<file path="src/rtl/dte_pkg.sv">
// shared constants, command codes and job type for the dictionary token expander
`timescale 1ns / 1ps

package dte_pkg;

   localparam int TOKEN_BITS      = 16;
   localparam int DICT_BYTES      = 2097152;
   localparam int MAX_ENTRY_BYTES = 64;

   localparam int TOKEN_COUNT = 2 ** TOKEN_BITS;
   localparam int BOUND_DEPTH = TOKEN_COUNT + 1;
   localparam int BIDX_W      = $clog2(BOUND_DEPTH);
   localparam int BOUND_W     = 22;
   localparam int DICT_AW     = $clog2(DICT_BYTES);
   localparam int SPAN_W      = BOUND_W + 1;
   localparam int CNT_W       = $clog2(MAX_ENTRY_BYTES + 1);

   localparam int JQ_DEPTH = 4;
   localparam int JQ_AW    = $clog2(JQ_DEPTH);
   localparam int OQ_DEPTH = 4;
   localparam int OQ_AW    = $clog2(OQ_DEPTH);

   localparam logic [1:0] CMD_BYTE   = 2'd0;
   localparam logic [1:0] CMD_BOUND  = 2'd1;
   localparam logic [1:0] CMD_DECODE = 2'd2;

   localparam logic JOB_WRITE  = 1'b0;
   localparam logic JOB_EXPAND = 1'b1;

   typedef struct packed {
      logic               kind;
      logic [BOUND_W-1:0] addr;
      logic [7:0]         value;
      logic [CNT_W-1:0]   count;
      logic               cut;
   } job_type;

endpackage

</file>
<file path="src/rtl/dte_queue.sv">
// job queue between the request front end and the expansion back end
`timescale 1ns / 1ps

module dte_queue (
   input  logic             clock,
   input  logic             reset,
   input  logic             q_push,
   output logic             q_full,
   input  dte_pkg::job_type q_wdata,
   input  logic             q_pop,
   output logic             q_empty,
   output dte_pkg::job_type q_rdata
);

   dte_pkg::job_type slot_ff [0:dte_pkg::JQ_DEPTH-1];

   logic [dte_pkg::JQ_AW-1:0] wptr_ff, wptr_in;
   logic [dte_pkg::JQ_AW-1:0] rptr_ff, rptr_in;
   logic [dte_pkg::JQ_AW:0]   count_ff, count_in;
   logic                      do_push, do_pop;

   assign q_full  = (count_ff == (dte_pkg::JQ_AW+1)'(dte_pkg::JQ_DEPTH));
   assign q_empty = (count_ff == '0);
   assign q_rdata = slot_ff[rptr_ff];

   assign do_push = q_push && !q_full;
   assign do_pop  = q_pop && !q_empty;

   always_comb begin
      wptr_in  = do_push ? wptr_ff + 1'b1 : wptr_ff;
      rptr_in  = do_pop ? rptr_ff + 1'b1 : rptr_ff;
      count_in = count_ff + (dte_pkg::JQ_AW+1)'(do_push) - (dte_pkg::JQ_AW+1)'(do_pop);
   end

   always_ff @(posedge clock) begin
      if (do_push) begin
         slot_ff[wptr_ff] <= q_wdata;
      end
   end

   always_ff @(posedge clock) begin
      if (reset) begin
         wptr_ff  <= '0;
         rptr_ff  <= '0;
         count_ff <= '0;
      end else begin
         wptr_ff  <= wptr_in;
         rptr_ff  <= rptr_in;
         count_ff <= count_in;
      end
   end

   assert property (@(posedge clock) disable iff (reset)
      count_ff <= (dte_pkg::JQ_AW+1)'(dte_pkg::JQ_DEPTH))
      else $error("job queue count beyond depth");

endmodule

</file>
<file path="config.mk">
export PLATFORM = sky130hd
export DESIGN_NAME = dte_queue
export DESIGN_NICKNAME = d
export VERILOG_FILES = /design/src/rtl/dte_pkg.sv /design/src/rtl/dte_queue.sv
export SDC_FILE = /design/constraint.sdc
export NUM_CORES = 1
export LEC_CHECK = 0
export BUFFER_PORTS_ARGS = -buffer_cell sky130_fd_sc_hd__clkbuf_2
export CAP_MARGIN = 20
export CORE_UTILIZATION = 35
export CTS_CLUSTER_DIAMETER = 60
export DETAILED_ROUTE_END_ITERATION = 10
export SYNTH_ARGS = -nofsm -noshare
export SYNTH_HDL_FRONTEND = slang
export SYNTH_SLANG_ARGS = --single-unit
</file>
<file path="constraint.sdc">
create_clock -name clock -period 2 [get_ports clock]
set_input_delay 0.4 -clock clock [delete_from_list [all_inputs] [get_ports clock]]
set_output_delay 0.4 -clock clock [all_outputs]
set_load 0.005 [all_outputs]
</file>
## After elaboration in Yosys (flattened, before gate mapping)

Memory sizes are Yosys's and may differ from the RTL's. A register that Yosys moved wholly into a read port is not among the register bits.
Index checks and enable logic that the tools add are counted.

- Memories kept: 1
- Bits in registers: 7
- Word-level logic and storage cells: 18
- Output and inout bits: 41
- Bits in writable memories: 156

Memory list:

| name | depth | bits a word | rd ports | clocked after memory_dff | write ports | line | source |
|---|---|---|---|---|---|---|---|
| slot_ff | 4 | 39 | 1 | 1 | 1 | dte_queue.sv:15 | `dte_pkg::job_type slot_ff [0:dte_pkg::JQ_DEPTH-1];` |

- Equality and inequality tests: 1
- Reduce and logical (&&, ||, !) cells: 5
- Add/subtract/negate cells: 4
- Mux-type cells: 4

Operator list:

| cell | count |
|---|---|
| $add A2 B1 Y2 const B | 2 |
| $mux W2 | 2 |
| $add A3 B1 Y3 | 1 |
| $eq A3 B3 Y1 const B | 1 |
| $logic_not A3 Y1 | 1 |
| $sub A3 B1 Y3 | 1 |
| $logic_and A1 B1 Y1 | 2 |
| $logic_not A1 Y1 | 2 |
| $mux W1 | 2 |

## Longest topological paths before layout

- Depth in word-level cells: 5
- Gate-level depth with buffers: 10

## Worst setup path before layout

OpenSTA, ideal clock, no wires.

- Kind: reg-to-reg
- Start: reg count_ff[2] in the netlist's numbering
- End: mem slot_ff[1][0] in the netlist's numbering (enable)
- Clock period less this slack: 2.121 ns
- Arrival time: 1.721 ns
- Cell stages (with the launch flop): 4
- Setup time: 0.400 ns
- Path slack: -0.121 ns
- Cells stage by stage: dfxtp_1 nor3b_2 nor2_1 and2_1

- Cells in the longest elaborated chain, start to end: 5

Ends and longest elaborated chain:

| item | line | source |
|---|---|---|
| start, declared | dte_queue.sv:19 | `logic [dte_pkg::JQ_AW:0] count_ff, count_in;` |
| start signal, assigned | dte_queue.sv:49 | `count_ff <= count_in;` |
| $eq A3 B3 Y1 | dte_queue.sv:22 | `assign q_full = (count_ff == (dte_pkg::JQ_AW+1)'(dte_pkg::JQ_DEPTH));` |
| net q_full | dte_queue.sv:8 | `output logic q_full,` |
| $logic_not A1 Y1 | dte_queue.sv:26 | `assign do_push = q_push && !q_full;` |
| $logic_and A1 B1 Y1 | dte_queue.sv:26 |  |
| $mux W1 | dte_queue.sv:36 | `if (do_push) begin` |
| $mux W1 (not written as such) | dte_queue.sv:37 | `slot_ff[wptr_ff] <= q_wdata;` |
| end, declared | dte_queue.sv:15 |  |

The timed path passes the listed nets, and every way through them passes these cells.

==> report_table.html <==
<table>
<tr><th>Metric</th><th>Value</th></tr>
<tr><th colspan="2">Outcome</th></tr>
<tr><td>Outcome</td><td>finished, violations left</td></tr>
<tr><td>Violations in the final reports</td><td>setup timing</td></tr>
<tr><th colspan="2">Timing</th></tr>
<tr><td>Setup slack of the critical path after layout</td><td>-0.124 ns</td></tr>
<tr><td>Worst-Margin Slew</td><td>roughly 0.30 ns</td></tr>
<tr><td>Worst max-slew margin expressed relative to the limit</td><td>between 80% and 90%</td></tr>
<tr><td>Final Max Tran Viols</td><td>0</td></tr>
<tr><td>Total negative slack for setup checks</td><td>-2.50 ns</td></tr>
<tr><td>Achievable frequency</td><td>between 0.4 and 0.5 GHz</td></tr>
<tr><td>Unrepaired setup endpoints after global routing</td><td>true</td></tr>
<tr><td>Crit path time final</td><td>2.12 ns</td></tr>
<tr><td>Final Hold Fails</td><td>0</td></tr>
<tr><td>Total setup violations reported at the end of the flow</td><td>39</td></tr>
<tr><td>Final Cycle Share</td><td>106%</td></tr>
<tr><td>Largest clock skew in the final design</td><td>around 0.012 ns</td></tr>
<tr><th colspan="2">Synth</th></tr>
<tr><td>Instance count of the mapped netlist</td><td>~250</td></tr>
<tr><td>Simple logic cell fraction of the synthesized area</td><td>1.62%</td></tr>
<tr><td>Proportion of synthesized area in mux cells</td><td>14.6%</td></tr>
<tr><td>Dominant register cell in the synthesized netlist</td><td>sky130_fd_sc_hd__edfxtp_1</td></tr>
<tr><td>Post-synthesis adder-cell area fraction</td><td>1.56%</td></tr>
<tr><td>#FFs+latches synth</td><td>between 150 and 200</td></tr>
<tr><td>Mean instance size in the synthesized netlist</td><td>about 24 µm²</td></tr>
<tr><td>Largest family of logic cells by synthesized area</td><td>multiplexers</td></tr>
<tr><td>Fraction of synthesized cell area in xor and xnor cells</td><td>less than 1%</td></tr>
<tr><td>Fraction of the mapped netlist area in compound gates</td><td>less than 1%</td></tr>
<tr><td>Most common cell in the synthesized netlist</td><td>sky130_fd_sc_hd__edfxtp_1</td></tr>
<tr><td>Total of warnings raised by yosys</td><td>0</td></tr>
<tr><td>Share of flip-flops with an asynchronous set or reset after synthesis</td><td>0%</td></tr>
<tr><td>Sequential element share of the synthesized area</td><td>79.9%</td></tr>
<tr><td>Post-synth EDFFs</td><td>approximately 160</td></tr>
<tr><td>Post-Syn Nets</td><td>304</td></tr>
<tr><td>Count of cell types in the netlist</td><td>24</td></tr>
<tr><td>Post-synth top area share</td><td>~77%</td></tr>
<tr><td>Synth top area cells</td><td>sky130_fd_sc_hd__edfxtp_1, sky130_fd_sc_hd__mux4_2, sky130_fd_sc_hd__dfxtp_1</td></tr>
<tr><td>Cell taking the most area after synthesis</td><td>sky130_fd_sc_hd__edfxtp_1</td></tr>
<tr><td>List of most frequent post-synthesis cells</td><td>sky130_fd_sc_hd__edfxtp_1, sky130_fd_sc_hd__mux4_2, sky130_fd_sc_hd__dfxtp_1, sky130_fd_sc_hd__inv_1, sky130_fd_sc_hd__ha_1</td></tr>
<tr><td>Post-Synthesis Cell Area</td><td>0.00609 mm²</td></tr>
<tr><th colspan="2">Critical path</th></tr>
<tr><td>Critical path capture point type</td><td>output port</td></tr>
<tr><td>Data required time of the worst path</td><td>1.60 ns</td></tr>
<tr><td>Crit path DAT</td><td>between 1.5 and 2 ns</td></tr>
<tr><td>Setup CP Type</td><td>register to output port</td></tr>
<tr><td>Type of origin of the critical path</td><td>register</td></tr>
<tr><td>Crit path max fanout</td><td>6</td></tr>
<tr><th colspan="2">Place</th></tr>
<tr><td>IO buf count</td><td>between 80 and 90</td></tr>
<tr><td>Routability congestion estimate from global placement</td><td>~0.64</td></tr>
<tr><th colspan="2">Clocking</th></tr>
<tr><td>Clock latency on the worst-skew pair</td><td>approximately 0.42 ns</td></tr>
<tr><td>Clk root buf</td><td>sky130_fd_sc_hd__clkbuf_16</td></tr>
<tr><td>Clock transition at the register clock pins on the worst setup and hold paths after CTS</td><td>around 0.070 ns</td></tr>
<tr><td>Count of H-tree levels built during CTS</td><td>4</td></tr>
<tr><td>Total CTS buffers</td><td>17</td></tr>
<tr><td>TritonCTS clock tree</td><td>done</td></tr>
<tr><td>Maximum buffer depth of the clock tree</td><td>2</td></tr>
<tr><td>Clk sinks</td><td>about 170</td></tr>
<tr><th colspan="2">GRT</th></tr>
<tr><td>Global-route wire length before repair</td><td>between 15000 and 20000 µm</td></tr>
<tr><td>Antenna violations before repair</td><td>0</td></tr>
<tr><td>All-Layer GR Usage</td><td>13.5%</td></tr>
<tr><td>Overflow left after global routing</td><td>0</td></tr>
<tr><td>Number of global-route vias before repair</td><td>slightly above 3000</td></tr>
<tr><td>Largest net degree at the start of global routing</td><td>22</td></tr>
<tr><th colspan="2">Routing</th></tr>
<tr><td>Length of the first detailed-routing pass in iterations</td><td>4</td></tr>
<tr><td>Routed length per placed instance</td><td>around 18 µm</td></tr>
<tr><td>Initial DRC Count</td><td>~150</td></tr>
<tr><td>Drc violations</td><td>0</td></tr>
<tr><td>Final Routed Wirelength</td><td>between 10000 and 15000 µm</td></tr>
<tr><td>Vias after detailed routing</td><td>about 2800</td></tr>
<tr><td>Detailed-route vias per instance</td><td>~4.7</td></tr>
<tr><td>Post-route ant nets</td><td>0</td></tr>
<tr><th colspan="2">Flow run</th></tr>
<tr><td>MaxCap Viol Count</td><td>0</td></tr>
<tr><th colspan="2">Cells and area</th></tr>
<tr><td>Proportion of layout cells with a drive suffix above 1</td><td>just under 50%</td></tr>
<tr><td>Final core area utilization</td><td>between 40% and 50%</td></tr>
<tr><td>Diodes inserted</td><td>0</td></tr>
<tr><td>Area growth, synth to finish</td><td>26.4%</td></tr>
<tr><td>Number of nets at the end of the flow</td><td>around 420</td></tr>
<tr><td>Final-layout fill cell count</td><td>~1500</td></tr>
<tr><th colspan="2">Floorplan</th></tr>
<tr><td>Core box area</td><td>around 0.017 mm²</td></tr>
<tr><td>Die boundary width</td><td>approximately 130 µm</td></tr>
<tr><td>Chip Height</td><td>roughly 130 µm</td></tr>
<tr><td>Starting density of the core</td><td>around 36%</td></tr>
<tr><td>Row count</td><td>between 40 and 50</td></tr>
<tr><td>Boundary pin count</td><td>between 80 and 90</td></tr>
<tr><td>DIE AREA</td><td>0.0179 mm²</td></tr>
<tr><th colspan="2">Power and ir drop</th></tr>
<tr><td>Static leakage</td><td>around 2.6 nW</td></tr>
<tr><td>Pwr dens</td><td>between 1000 and 1500 mW/mm²</td></tr>
<tr><td>Max IR drop VDD</td><td>approximately 0.00064 V</td></tr>
<tr><th colspan="2">Hold path</th></tr>
<tr><td>Type of the tightest min-delay check</td><td>input pin to register</td></tr>
</table>
==> state kept, by name (all words and copies together) (netlist names), named ones only <==
name / cells
wptr_ff: 2
slot_ff: 156
count_ff: 3
rptr_ff: 2
==> layout by cell type, fill, tap and decap left out, types with 3 or more instances in the layout <==
master,n
sky130_fd_sc_hd__and2_2,4
sky130_fd_sc_hd__buf_12,10
sky130_fd_sc_hd__buf_4,8
sky130_fd_sc_hd__bufinv_16,4
sky130_fd_sc_hd__clkbuf_16,17
sky130_fd_sc_hd__clkbuf_2,83
sky130_fd_sc_hd__clkinv_1,4
sky130_fd_sc_hd__clkinvlp_4,3
sky130_fd_sc_hd__dfxtp_1,4
sky130_fd_sc_hd__dfxtp_4,3
sky130_fd_sc_hd__edfxtp_1,156
sky130_fd_sc_hd__ha_1,4
sky130_fd_sc_hd__inv_1,7
sky130_fd_sc_hd__mux4_2,39
sky130_fd_sc_hd__nor2_1,3
==> final cells by class <==
class	count	area [µm²]	area share (%)
Clock inverter	12	163	2.11
Clock buffer	18	429	5.58
Timing Repair Buffer	103	731	9.50
Sequential cell	165	4880	63.4
Multi-Input combinational cell	72	1190	15.4
Tap cell	220	275	3.58
Inverter	8	30.0	0.390
==> through the flow <==
step | cell area (µm²) | setup WS, ns | power [mW] | hold slack, ns | cells
after floorplan | 6120 | -0.00158 | 5.56 | 0.459 | 254
after global placement | 6990 | 0.0100 | 6.40 | 0.471 | 563
after detailed placement | 6990 | -0.0963 | 6.45 | 0.480 | 563
after CTS | 7690 | -0.155 | 9.96 | 0.172 | 598
after global routing | 7690 | -0.186 | 10.2 | 0.180 | 598
final | 7690 | -0.124 | 9.79 | 0.201 | 598
==> critical path, cell delays in order (launching register included) <==
cell	delay (ns)
sky130_fd_sc_hd__dfxtp_4	0.39
sky130_fd_sc_hd__buf_12	0.13
sky130_fd_sc_hd__buf_16	0.14
sky130_fd_sc_hd__mux4_2	0.51
sky130_fd_sc_hd__clkbuf_2	0.13
==> metal layers <==
layer / routed length (µm) / vias up / global-route usage [%]
li1: - / 1287 / -
met1: 4860 / 1441 / 16.9
met2: 5380 / 68 / 21.4
met3: 581 / 17 / 4.95
met4: 164 / 0 / 4.92
met5: 0 / - / 0
==> where the power goes <==
group | total [mW] | switching [mW] | leakage [nW] | internal [mW]
registers | 4.30 | 0.137 | 1.51 | 4.17
clock network | 3.27 | 1.22 | 0.278 | 2.05
logic | 2.21 | 0.962 | 0.847 | 1.25
total | 9.79 | 2.32 | 2.63 | 7.47
==> worst paths after layout <==
| kind | start | end | slack [ns] | cells past startpoint |
|---|---|---|---|---|
| setup / recovery | register | q_rdata[20] | -0.12 | 4 |
| hold / removal | q_wdata[23] | slot_ff[2][23] | 0.20 | 1 |
| setup reg to reg | count_ff[2] | count_ff[2] | 0.06 | 9 |
| hold reg to reg | rptr_ff[1] | register | 0.49 | 2 |
==> kinds of logic after synthesis <==
group	Yosys count
buffers and inverters	17
AND/OR/NAND/NOR	17
adder cells (fa/ha/maj)	7
multiplexers	40
XOR/XNOR	3
AO/OA/AOI/OAI	5
flip-flops	165
==> what timing repair did <==
action                     in CTS  in global routing
resized for setup               6                  2
hold buffers                    0                  0
setup endpoints to repair      40                 40
pin swaps                       6                  0
cloned                          2                  0
buffers inserted                3                  0
No activity file was read; power rests on OpenSTA's default activity.
